==> config.mk <==
export PLATFORM = sky130hd
export DESIGN_NAME = multicast_hash_filter_builder
export DESIGN_NICKNAME = d
export VERILOG_FILES = /design/src/sv/mhfb_pkg.sv /design/src/sv/multicast_hash_filter_builder.sv /design/src/sv/mhfb_front.sv /design/src/sv/mhfb_queue.sv /design/src/sv/mhfb_back.sv
export SDC_FILE = /design/constraint.sdc
export NUM_CORES = 1
export LEC_CHECK = 0
export BUFFER_PORTS_ARGS = -buffer_cell sky130_fd_sc_hd__buf_2
export CAP_MARGIN = 20
export CELL_PAD_IN_SITES_DETAIL_PLACEMENT = 0
export CELL_PAD_IN_SITES_GLOBAL_PLACEMENT = 2
export CORE_MARGIN = 4
export CORE_UTILIZATION = 39
export DETAILED_ROUTE_END_ITERATION = 10
export PLACE_DENSITY = 0.95
export SYNTH_ARGS = -nofsm -noshare
export SYNTH_HDL_FRONTEND = slang
export SYNTH_SLANG_ARGS = --single-unit
==> constraint.sdc <==
create_clock -name clk -period 7.8 [get_ports clk]
set_input_delay 0 -clock clk [delete_from_list [all_inputs] [get_ports clk]]
set_output_delay 0 -clock clk [all_outputs]
set_load 0.01 [all_outputs]
==> src/sv/mhfb_pkg.sv <==
package mhfb_pkg;

  localparam int MAC_W    = 48;
  localparam int CRC_W    = 32;
  localparam int IDX_W    = 6;
  localparam int TABLE_W  = 64;
  localparam int BYTE_W   = 8;
  localparam int MAC_BYTES = MAC_W / BYTE_W;

  localparam logic [CRC_W-1:0]   CRC_INIT     = 32'hFFFF_FFFF;
  // 0x04C11DB6 with bit 0 set, the standard ethernet polynomial
  localparam logic [CRC_W-1:0]   CRC_POLY     = 32'h04C1_1DB7;
  // broadcast word 0x8000 in the top 16-bit word of the table
  localparam logic [TABLE_W-1:0] TABLE_BCAST  = {16'h8000, 48'h0};

  typedef enum logic {
    REQ_CLEAR = 1'b0,
    REQ_ADD   = 1'b1
  } req_t;

  typedef struct packed {
    req_t             req;
    logic [IDX_W-1:0] hash_index;
    logic             list_done;
  } q_entry_t;

  typedef struct packed {
    logic     valid;
    q_entry_t entry;
  } q_push_t;

  // one byte of the crc, lsb first
  function automatic logic [CRC_W-1:0] crc_byte(input logic [CRC_W-1:0] crc_in,
                                                input logic [BYTE_W-1:0] data);
    logic [CRC_W-1:0] c;
    logic             fb;
    c = crc_in;
    for (int i = 0; i < BYTE_W; i++) begin
      fb = c[CRC_W-1] ^ data[i];
      c  = {c[CRC_W-2:0], 1'b0} ^ (fb ? CRC_POLY : '0);
    end
    return c;
  endfunction

  // crc bit 0 becomes index bit 5
  function automatic logic [IDX_W-1:0] rev_low6(input logic [CRC_W-1:0] crc);
    logic [IDX_W-1:0] r;
    for (int i = 0; i < IDX_W; i++) begin
      r[IDX_W-1-i] = crc[i];
    end
    return r;
  endfunction

endpackage

==> src/sv/multicast_hash_filter_builder.sv <==
// multicast hash filter builder: keeps a 64-bit ethernet multicast hash table
// request channel: start/busy command handshake; a request transfers at a
// rising edge with start high and busy low, carrying req_type, mac_address
// and last_in_list
// result channel: done strobes for exactly one cycle with hash_index,
// filter_table (table after the update) and list_done; the receiver cannot
// stall, every result transfers at the edge that ends the done cycle
// path: an add request passes the crc state, the push state, the queue
// and the result register; a clear request skips the crc state
// pacing: the front is busy until the request is pushed, then takes the next
// while the back finishes; its crc unit folds one address byte per cycle
// structure: front (accept, crc, index) -> short queue -> back (table update)
// reset: synchronous rst empties the queue, returns the front to idle, drops
// done and clears the whole table to zero (broadcast bit included)
module multicast_hash_filter_builder #(
  parameter int QUEUE_DEPTH = 2  // range 2 and up
) (
  input  logic        clk,
  input  logic        rst,
  // request channel
  input  logic        start,
  output logic        busy,
  input  logic        req_type,
  input  logic [47:0] mac_address,
  input  logic        last_in_list,
  // result channel
  output logic        done,
  output logic [5:0]  hash_index,
  output logic [63:0] filter_table,
  output logic        list_done
);
  import mhfb_pkg::*;

  // front to queue
  q_push_t  push;
  logic     q_full;
  // queue to back
  logic     q_empty;
  logic     pop;
  q_entry_t head;

  // front: takes the request, hashes the address byte by byte
  mhfb_front u_front (
    .clk          (clk),
    .rst          (rst),
    .start        (start),
    .busy         (busy),
    .req_type     (req_type),
    .mac_address  (mac_address),
    .last_in_list (last_in_list),
    .q_full       (q_full),
    .push         (push)
  );

  // short queue decoupling hash from table update
  mhfb_queue #(
    .DEPTH (QUEUE_DEPTH)
  ) u_queue (
    .clk   (clk),
    .rst   (rst),
    .push  (push),
    .full  (q_full),
    .pop   (pop),
    .empty (q_empty),
    .head  (head)
  );

  // back: applies clear or set-bit, registers the result
  mhfb_back u_back (
    .clk          (clk),
    .rst          (rst),
    .q_empty      (q_empty),
    .head         (head),
    .pop          (pop),
    .done         (done),
    .hash_index   (hash_index),
    .filter_table (filter_table),
    .list_done    (list_done)
  );

endmodule

==> src/sv/mhfb_front.sv <==
module mhfb_front (
  input  logic                    clk,
  input  logic                    rst,
  input  logic                    start,
  output logic                    busy,
  input  logic                    req_type,
  input  logic [47:0]             mac_address,
  input  logic                    last_in_list,
  input  logic                    q_full,
  output mhfb_pkg::q_push_t       push
);
  import mhfb_pkg::*;

  typedef enum logic [2:0] {
    F_IDLE = 3'b001,
    F_CRC  = 3'b010,
    F_PUSH = 3'b100
  } fstate_t;

  localparam logic [2:0] LAST_BYTE = 3'(MAC_BYTES - 1);

  fstate_t          state;
  fstate_t          state_next;
  logic [MAC_W-1:0] mac_sr;
  logic [CRC_W-1:0] crc;
  logic [CRC_W-1:0] crc_next;
  logic [2:0]       byte_cnt;
  q_entry_t         entry;

  assign crc_next = crc_byte(crc, mac_sr[BYTE_W-1:0]);

  always_comb begin
    state_next = state;
    case (state)
      F_IDLE: begin
        if (start) begin
          state_next = (req_t'(req_type) == REQ_ADD) ? F_CRC : F_PUSH;
        end
      end
      F_CRC: begin
        if (byte_cnt == LAST_BYTE) begin
          state_next = F_PUSH;
        end
      end
      F_PUSH: begin
        if (!q_full) begin
          state_next = F_IDLE;
        end
      end
      default: state_next = F_IDLE;
    endcase
  end

  always_ff @(posedge clk) begin
    if (rst) begin
      state <= F_IDLE;
    end else begin
      state <= state_next;
    end
  end

  always_ff @(posedge clk) begin
    case (state)
      F_IDLE: begin
        mac_sr               <= mac_address;
        crc                  <= CRC_INIT;
        byte_cnt             <= '0;
        entry.req            <= req_t'(req_type);
        entry.hash_index     <= '0;
        entry.list_done      <= last_in_list;
      end
      F_CRC: begin
        mac_sr   <= mac_sr >> BYTE_W;
        crc      <= crc_next;
        byte_cnt <= byte_cnt + 3'd1;
        if (byte_cnt == LAST_BYTE) begin
          entry.hash_index <= rev_low6(crc_next);
        end
      end
      default: begin
      end
    endcase
  end

  assign busy        = (state != F_IDLE);
  assign push.valid  = (state == F_PUSH) && !q_full;
  assign push.entry  = entry;

endmodule

==> src/sv/mhfb_queue.sv <==
module mhfb_queue #(
  parameter int DEPTH = 2
) (
  input  logic                clk,
  input  logic                rst,
  input  mhfb_pkg::q_push_t   push,
  output logic                full,
  input  logic                pop,
  output logic                empty,
  output mhfb_pkg::q_entry_t  head
);
  import mhfb_pkg::*;

  localparam int PTR_W = $clog2(DEPTH);
  localparam int CNT_W = $clog2(DEPTH + 1);

  q_entry_t         slots [DEPTH];
  logic [PTR_W-1:0] wr_ptr;
  logic [PTR_W-1:0] rd_ptr;
  logic [CNT_W-1:0] count;
  logic             do_pop;

  assign full   = (count == CNT_W'(DEPTH));
  assign empty  = (count == '0);
  assign do_pop = pop && !empty;
  assign head   = slots[rd_ptr];

  always_ff @(posedge clk) begin
    if (push.valid) begin
      slots[wr_ptr] <= push.entry;
    end
  end

  always_ff @(posedge clk) begin
    if (rst) begin
      wr_ptr <= '0;
      rd_ptr <= '0;
      count  <= '0;
    end else begin
      if (push.valid) begin
        wr_ptr <= (wr_ptr == PTR_W'(DEPTH - 1)) ? '0 : wr_ptr + 1'b1;
      end
      if (do_pop) begin
        rd_ptr <= (rd_ptr == PTR_W'(DEPTH - 1)) ? '0 : rd_ptr + 1'b1;
      end
      case ({push.valid, do_pop})
        2'b10:   count <= count + 1'b1;
        2'b01:   count <= count - 1'b1;
        default: count <= count;
      endcase
    end
  end

endmodule

==> src/sv/mhfb_back.sv <==
module mhfb_back (
  input  logic                clk,
  input  logic                rst,
  input  logic                q_empty,
  input  mhfb_pkg::q_entry_t  head,
  output logic                pop,
  output logic                done,
  output logic [5:0]          hash_index,
  output logic [63:0]         filter_table,
  output logic                list_done
);
  import mhfb_pkg::*;

  logic [TABLE_W-1:0] table_bits;
  logic [TABLE_W-1:0] table_next;

  assign pop = !q_empty;

  always_comb begin
    case (head.req)
      REQ_CLEAR: table_next = TABLE_BCAST;
      REQ_ADD:   table_next = table_bits | (TABLE_W'(1) << head.hash_index);
      default:   table_next = table_bits;
    endcase
  end

  always_ff @(posedge clk) begin
    if (rst) begin
      table_bits <= '0;
      done       <= 1'b0;
    end else begin
      done <= pop;
      if (pop) begin
        table_bits <= table_next;
      end
    end
  end

  always_ff @(posedge clk) begin
    if (pop) begin
      hash_index <= head.hash_index;
      list_done  <= head.list_done;
    end
  end

  assign filter_table = table_bits;

endmodule

== Word-level counts from Yosys, hierarchy flattened ==
Memory sizes are Yosys's and may differ from the RTL's. A register that Yosys moved wholly into a read port is not among the register bits.
Index checks and enable logic that the tools add are counted.
Storage, ports and cells
  flip-flop bits (word level): 170
  RAM bits: 16
  input port bits: 53
  output and inout port bits: 73
  logic and storage cells: 84
  memories: 1
Cells by class
  $add $sub $neg: 5
  eq/ne operators: 11
  shift operators: 1
  multiplexer cells: 26
  bitwise logic cells: 18
  reduce and logical (&&, ||, !) cells: 8
Memories
  u_queue.slots: words 2, bits a word 8, rd ports 1, clocked after memory_dff 1, write ports 1, line mhfb_queue.sv:17  | q_entry_t slots [DEPTH];
Operators with widths (count)
  bitwise XOR 32 bit: 8
  2-to-1 mux 27 bit: 8
  one-hot mux 64 bit (2 select lines): 1
  one-hot mux 48 bit (2 select lines): 1
  OR 64 bit: 1
  one-hot mux 32 bit (2 select lines): 1
  << shifter 1 x 6 -> 64 bit (first input constant): 1
  2-to-1 mux 3 bit: 4
  one-hot mux 6 bit (2 select lines): 1
  one-hot mux 3 bit (3 select lines): 1
  bitwise XOR 1 bit: 8
  == test 3 bit (second input constant): 2
  2-to-1 mux 1 bit: 6
  2-to-1 mux 6 bit: 1
  one-hot mux 3 bit (2 select lines): 1
  == test 2 bit (second input constant): 2
  inequality test 2 bit (second input constant): 2
  one-hot mux 2 bit (2 select lines): 1
  nonzero test 2 bit: 2
  adder 3 x 1 -> 3 bit (second input constant): 1
  == test 3 x 1 -> 1 bit (second input constant): 1
  == test 3 x 2 -> 1 bit (second input constant): 1
  inequality test 3 x 1 -> 1 bit (second input constant): 1
  AND reduction 3 bit: 1
  other kinds (10): 12

== Longest topological paths before layout ==
Gate-level depths: netlist (run 1).
  word-level depth: 26
  mapped depth: 8
  mapped depth without buffers: 6

== Hierarchy ==
A second synthesis (run 1) with hierarchy kept.
Unflattened totals
  cells, all modules: 678
  area total of the unflattened synthesis: 7761.2 um^2
By module, submodules not included
  mhfb_front: instances 1, cells an instance 380, area each 4464.3 um^2, seq. area each 2792.7 um^2
  mhfb_back: instances 1, cells an instance 250, area each 2507.4 um^2, seq. area each 1511.4 um^2
  mhfb_queue: instances 1, cells an instance 48, area each 789.5 um^2, seq. area each 580.6 um^2

== Least setup slack after synthesis (run 1) ==
OpenSTA, ideal clock, no wires.
  path kind: register to register
  start: register u_front.state[0]
  end: register u_front.byte_cnt[0], enable pin
  library setup time: 0.816 ns
  data arrival time: 2.647 ns
  required time: 6.984 ns
  slack: 4.337 ns
  stages on the path, launching flop included: 7
  buffers on the path: 3
  clock period less this slack: 3.463 ns
  cells stage by stage: dfxtp_1 nand2b_1 or2_2 clkbuf_1 clkbuf_1 clkbuf_1 nand2_1
Between the ends
  word-level cells in the longest chain between the ends: 2
  elaborated cells between the ends (all ways): 3
  those cells by class: 2 x eq/ne; 1 x reduce/logical
RTL lines
  from (decl): line mhfb_front.sv:22  | fstate_t state;
  from (signal assigned): line mhfb_front.sv:58  | state <= state_next;
  == test 3 x 1 -> 1 bit / == test 3 x 2 -> 1 bit (equally long branches): line mhfb_front.sv:63  | case (state)
  nonzero test 2 bit (no source line) *
  to (signal assigned): line mhfb_front.sv:75  | byte_cnt <= byte_cnt + 3'd1;
  to (decl): line mhfb_front.sv:27  | logic [2:0] byte_cnt;
Mark *: on every way between the ends. The rest lies on a longest branch, timed or not.
A chain may end at the register's enable or synchronous reset.

==> results of run 1 <==
## worst max-delay path, stage by stage, from the launching register on
cell and delay (ns):
dfxtp_1 0.70, nand2_1 0.20, o22ai_1 0.65, nor2b_1 0.62, a21oi_1 0.17, nor2_1 0.11
## layer usage
metal | wire length, µm | share of wire (%) | GRT usage, % | vias to the layer above
met3 | 1070 | 6.6 | 4.19 | 13
met2 | 7690 | 47 | 24.6 | 164
met1 | 7260 | 45 | 20.5 | 2439
li1 | - | - | - | 2623
met4 | 180 | 1.1 | 4.33 | 0
met5 | 0 | 0 | 0 | -
## where the power goes
part	switching [µW]	leakage (µW)	internal (µW)
combinational	141	0.00189	135
sequential	15.4	0.00163	1100
clock	374	0.000285	462
## worst paths after layout
check,slack (ns),cells after the start,to,startpoint
setup reg to reg,5.31,5,u_back.filter_table[49],flip-flop
hold / removal,0.29,2,u_front.push[0],last_in_list
setup / recovery,5.31,5,u_back.filter_table[49],flip-flop
hold reg to reg,0.44,2,u_queue.count[1],u_queue.count[1]
## cells by family after synthesis
group / synth area share [%]
adders and majority gates: 0.333
and+or+nand+nor: 15.9
xor gates and xnor gates: 10.1
muxes: 0.582
DFF: 64.9
AOI/OAI and AO/OA: 6.30
buffers and inverters: 1.85
## registers in the layout, indices dropped and copies added (netlist names), named ones only
signal,count
u_back.filter_table,64
u_front.mac_sr,48
u_front.crc,32
u_queue.slots,16
u_front.push,8
u_back.hash_index,6
u_front.byte_cnt,3
u_front.state,3
u_queue.count,2
u_back.done,1
u_back.list_done,1
u_queue.rd_ptr,1
u_queue.wr_ptr,1
## stage by stage
| step | hold WS, ns | utilization (%) | power (µW) | area, µm² | instances |
|---|---|---|---|---|---|
| after floorplan | 0.0989 | - | 1330 | 7520 | 678 |
| after global placement | 0.191 | 44.7 | 1390 | 8410 | 1038 |
| after detailed placement | 0.193 | 44.7 | 1390 | 8410 | 1038 |
| after CTS | 0.275 | 50.5 | 2240 | 9510 | 1123 |
| after global routing | 0.301 | 50.7 | 2320 | 9540 | 1124 |
| final | 0.288 | 50.7 | 2230 | 9540 | 1124 |
## cell usage after synthesis, drive strengths merged (4+ instances only)
cell	n
a21oi	49
a31oi	21
and2	16
clkbuf	30
dfxtp	73
edfxtp	114
inv	7
nand2	163
nand2b	8
nor2	98
nor2b	4
xnor2	43
xnor3	4
xor2	22
## what timing repair did
action,CTS,global route
endpoints found under the setup margin,0,0
endpoints found under the hold margin,60,0
hold buffers,53,0
## cell type report
cell class                      count  area, µm²  area share [%]
Timing Repair Buffer              184       1220            12.8
Clock buffer                       21        460            4.83
Clock inverter                     11        108            1.13
Sequential cell                   187       4880            51.2
Tap cell                          260        325            3.41
Inverter                            7       26.3           0.275
Multi-Input combinational cell    454       2510            26.4
==> reports/results.txt, run 1 <==
Number of setup violations in the final report: 0
Net count after synthesis: 733
Hold Violations, Final: 0
TritonCTS clock tree: built
Highest achievable clock rate: 401 MHz
Post-synthesis instance area: 0.00752 mm²
H-tree lvl count: 4
Clock latency at the later pin of the worst-skew pair: 0.43 ns
Number of buffers created by CTS: 17
Synthesis warning total: 0
Maximum number of buffers from clock root to sink: 2
Core area: 0.0188 mm²
Post-synth top area cell: edfxtp_1
Total of buffers placed on input and output ports: 125
Die Outline Area: 0.0216 mm²
Number of placed I/O pins: 126
Clock-pin slew on the worst setup and hold paths: 0.07 ns
Worst IR Drop VDD: 0.181 mV
Largest net degree at the start of global routing: 84
Count of nets left with antenna violations after detail routing: 0
Commonest cells after routing, fill and taps aside: nand2_1, buf_2, edfxtp_1
Total of flip-flops plus latches after synthesis: 187
Placed wire-length estimate after detailed placement: 10.5 mm
Worst Max-Slew Pin Slew: 1.01 ns
Fraction of post-synthesis cell area in the top cell type by area: 45.5%
Net count, final: 906
Number of global-route vias before repair: 5207
Pre-CTS WS: 5.05 ns
Headroom to the max-slew limit: 32.3%
Type of the tightest min-delay check: primary input to flip-flop
Post-route fraction of the period consumed by the critical path: 32.0%
Average footprint of a synthesized cell: 11.1 µm²
Share of the yosys chip area belonging to registers: 64.9%
Initial antenna violation count: 0
Run status: finished clean
Starting density of the core: 40.0%
Critical Path End Type: flip-flop
Number of violations of the max-capacitance limit: 0
Vias per std cell: 4.66
Number of flops mapped to enable cells by yosys: 114
Pins over their slew limit: 0
Max Clock Skew: 0.00946 ns
Ratio of total power to cell area: 233 mW/mm²
Reported leakage power: 0.00381 µW
Startpoint class of the critical path: flip-flop
Minimum setup slack in the final design: 5.31 ns
# clock sinks: 187
Vias after detailed routing: 5239
Total Routed Length: 16.2 mm
Worst path arrival time: 2.86 ns
Count of standard-cell rows: 50
Resized Gates After CTS: 0
Weighted congestion reported at the end of routability-driven placement: 0.781
RSZ-0062 raised after global routing: false
Required @ worst endpoint: 8.17 ns
Cell variety after synth: 38
Total Neg Setup Slack: 0 ns
Leading cell type in the layout, fill and taps excluded: nand2_1
Detailed-route DRC error count: 0
Layout overhead on the synthesized area: 26.8%
Maximum net fanout on the critical path: 20
Antenna diode instance count: 0
Clk root buf: clkbuf_16
Async SR Flop Fraction: 0%
Top post-synthesis cells by area: edfxtp_1, dfxtp_1, nand2_1
Post-CTS Setup Bufs: 0
Number of standard cells after synthesis: 678
Wire length of the first global-routing pass: 26.6 mm
Final critical path time including I/O delays and setup: 2.49 ns
Global routing usage summed across all routing layers: 15.3%
Most instantiated flip-flop cell in the synthesis netlist: edfxtp_1
Number of violations reported at the end of detailed-routing iteration 0: 341
Post-DR wirelength/cell: 14.4 µm
Fillers: 1652
1st-pass router iterations: 4
Global route overflow: 0
Chip width: 147 µm
Layout cells sized above 1: 20.3%
DIE HEIGHT: 147 µm
Path type of the worst setup path: flip-flop to flip-flop
Power figures use the tool's default switching activity.
==> run 2, diff against run 1 <==
Settings changed: ABC_AREA set to 1, CORE_UTILIZATION 39 to 34, PLACE_DENSITY 0.95 to 0.89.
Clock period 7.8 ns to 2.4 ns, I/O delays scaled along.
==> reports/results.txt, run 2 <==
Number of buffers created by CTS: 17 (unchanged)
Total Routed Length: 19.0 mm (was 16.2 mm)
Layout overhead on the synthesized area: 26.0% (was 26.8%)
Weighted congestion reported at the end of routability-driven placement: 0.773 (was 0.781)
Count of standard-cell rows: 56 (was 50)
Required @ worst endpoint: 2.57 ns (was 8.17 ns)
Net count after synthesis: 962 (was 733)
Fraction of post-synthesis cell area in the top cell type by area: 42.1% (was 45.5%)
Final critical path time including I/O delays and setup: 2.08 ns (was 2.49 ns)
Global route overflow: 0 (unchanged)
Design Power: 10000 µW (was 2230 µW)
Total Neg Setup Slack: 0 ns (unchanged)
Chip width: 163 µm (was 147 µm)
Starting density of the core: 34.7% (was 40.0%)
1st-pass router iterations: 4 (unchanged)
Worst path arrival time: 2.25 ns (was 2.86 ns)
Worst IR Drop VDD: 0.662 mV (was 0.181 mV)
Ratio of total power to cell area: 980 mW/mm² (was 233 mW/mm²)
Top post-synthesis cells by area: edfxtp_1, dfxtp_1, nand2_1 (unchanged)
Worst Max-Slew Pin Slew: 0.720 ns (was 1.01 ns)
Capture endpoint of the worst hold path: u_front.push[0] (unchanged)
Post-synth top area cell: edfxtp_1 (unchanged)
Reg-to-reg endpoint: u_front.crc[2] (was u_back.filter_table[49])
Top cells by count, synth: nand2_1, edfxtp_1, inv_1, nor2_1, a21oi_1 (was nand2_1, edfxtp_1, nor2_1, dfxtp_1, a21oi_1)
R2R depth: 9 (was 5)
Average footprint of a synthesized cell: 8.97 µm² (was 11.1 µm²)
Clock-pin slew on the worst setup and hold paths: 0.07 ns (about the same)
Async SR Flop Fraction: 0% (unchanged)
Cell variety after synth: 34 (was 38)
Clock latency at the later pin of the worst-skew pair: 0.44 ns (was 0.43 ns)
TritonCTS clock tree: built (unchanged)
Total of buffers placed on input and output ports: 125 (unchanged)
Synthesis warning total: 0 (unchanged)
Post-synthesis instance area: 0.00813 mm² (was 0.00752 mm²)
Layout cells sized above 1: 18.7% (was 20.3%)
Die Outline Area: 0.0265 mm² (was 0.0216 mm²)
DIE HEIGHT: 163 µm (was 147 µm)
Critical Path End Type: flip-flop (unchanged)
Net count, final: 1138 (was 906)
Number of violations reported at the end of detailed-routing iteration 0: 446 (was 341)
Highest achievable clock rate: 481 MHz (was 401 MHz)
Wire length of the first global-routing pass: 30.8 mm (was 26.6 mm)
Number of standard cells after synthesis: 907 (was 678)
Number of setup violations in the final report: 0 (unchanged)
Most frequent cell after synthesis: nand2_1 (unchanged)
Path type of the worst setup path: flip-flop to flip-flop (unchanged)
Type of the tightest min-delay check: primary input to flip-flop (unchanged)
Commonest cells after routing, fill and taps aside: nand2_1, buf_2, edfxtp_1 (unchanged)
Largest net degree at the start of global routing: 73 (was 84)
Maximum net fanout on the critical path: 7 (was 20)
Maximum number of buffers from clock root to sink: 2 (unchanged)
Number of flip-flops in the largest register: 64 (unchanged)
Leading cell type in the layout, fill and taps excluded: nand2_1 (unchanged)
Reported leakage power: 0.00429 µW (was 0.00381 µW)
Resized Gates After CTS: 0 (unchanged)
Share of the yosys chip area belonging to registers: 60.1% (was 64.9%)
Clk root buf: clkbuf_16 (unchanged)
Run status: finished clean (unchanged)
Total of flip-flops plus latches after synthesis: 187 (unchanged)
H-tree lvl count: 4 (unchanged)
Max Clock Skew: 0.0135 ns (was 0.00946 ns)
Cells on Worst Hold Path: 2 (unchanged)
Antenna diode instance count: 0 (unchanged)
Crit Reg-Reg Startpoint: u_front.crc[30]
Number of global-route vias before repair: 6052 (was 5207)
Startpoint class of the critical path: flip-flop (unchanged)
Vias after detailed routing: 6242 (was 5239)
Hold Violations, Final: 0 (unchanged)
Pins over their slew limit: 0 (unchanged)
Number of placed I/O pins: 126 (unchanged)
Headroom to the max-slew limit: 52.0% (was 32.3%)
Number of flops mapped to enable cells by yosys: 114 (unchanged)
Global routing usage summed across all routing layers: 14.5% (was 15.3%)
# clock sinks: 187 (unchanged)
Number of violations of the max-capacitance limit: 0 (unchanged)
Most instantiated flip-flop cell in the synthesis netlist: edfxtp_1 (unchanged)
Placed wire-length estimate after detailed placement: 12.7 mm (was 10.5 mm)
Hold Startpoint: last_in_list (unchanged)
Minimum setup slack among reg-to-reg paths: 0.32 ns (was 5.31 ns)
Count of nets left with antenna violations after detail routing: 0 (unchanged)
Fillers: 2287 (was 1652)
RSZ-0062 raised after global routing: false (unchanged)
Core area: 0.0235 mm² (was 0.0188 mm²)
Post-route fraction of the period consumed by the critical path: 86.6% (was 32.0%)
Initial antenna violation count: 0 (unchanged)
Vias per std cell: 4.41 (was 4.66)
Post-DR wirelength/cell: 13.4 µm (was 14.4 µm)
Detailed-route DRC error count: 0 (unchanged)
## run 2: area by class of cell
type                            count  area (µm²)  area share, %
Clock buffer                       18         429           4.19
Multi-Input combinational cell    581        2720           26.5
Timing Repair Buffer              185        1240           12.1
Inverter                          111         419           4.09
Clock inverter                     14         159           1.55
Sequential cell                   187        4880           47.7
Tap cell                          319         399           3.89
## run 2: power by group
group	internal, µW	switching, µW
clock network	1560	1280
logic	831	1940
registers	4220	215
total	6610	3440
## run 2: timing repair
item / 4_1_cts / 5_1_grt
buffers inserted: 0 / 0
endpoints found under the hold margin: 57 / 0
hold buffers: 52 / 0
## run 2: logic make-up (layout without fill, tap and decap cells)
group / after synthesis / after routing / share of synthesized area [%]
adder cells (fa/ha/maj): 2 / 2 / 0.308
AND/OR/NAND/NOR: 441 / 441 / 21.9
multiplexers: 2 / 2 / 0.277
flip-flops: 187 / 187 / 60.1
AO/OA/AOI/OAI: 101 / 101 / 6.51
XOR/XNOR: 35 / 35 / 4.09
buffers and inverters: 139 / 328 / 6.85
## run 2: how the worst max path moves through the flow
stage,start,slack [ns],cells past startpoint,endpoint
after global routing,flip-flop,0.07,8,u_back.filter_table[18]
after CTS,u_front.crc[30],0.28,9,u_front.crc[2]
final,u_front.crc[30],0.32,9,u_front.crc[2]
after detailed placement,u_front.crc[30],0.29,9,u_front.crc[2]
after global placement,u_front.mac_sr[1],0.31,9,u_front.push[4]
after floorplan,u_front.state[2],0.22,6,u_front.push[1]
## run 2: per-stage QoR
step	std cells	utilization, %	area (µm²)	worst slack [ns]	hold WS, ns
finish	1415	43.7	10300	0.322	0.292
global route	1415	43.7	10300	0.0702	0.298
CTS	1415	43.7	10300	0.285	0.279
global placement	1331	38.9	9140	0.311	0.187
detailed placement	1331	38.9	9140	0.292	0.186
floorplan	907	-	8140	0.224	0.0691
## run 2: routing by layer
| layer | GRT usage [%] | part of all wire (%) | vias up |
|---|---|---|---|
| li1 | - | - | 3224 |
| met1 | 19.0 | 46 | 2884 |
| met2 | 24.6 | 49 | 120 |
| met3 | 3.04 | 4.2 | 14 |
| met4 | 4.23 | 1.1 | 0 |
| met5 | 0 | 0 | - |
## run 2: critical path: stages, from the launching register on
cell and delay, ns:
edfxtp_1 0.42, inv_1 0.09, nand2_1 0.05, nand2_1 0.19, nand2_1 0.08, nand2_1 0.28
nand3_1 0.19, nand2_2 0.19, xor2_1 0.26, nand2_1 0.08
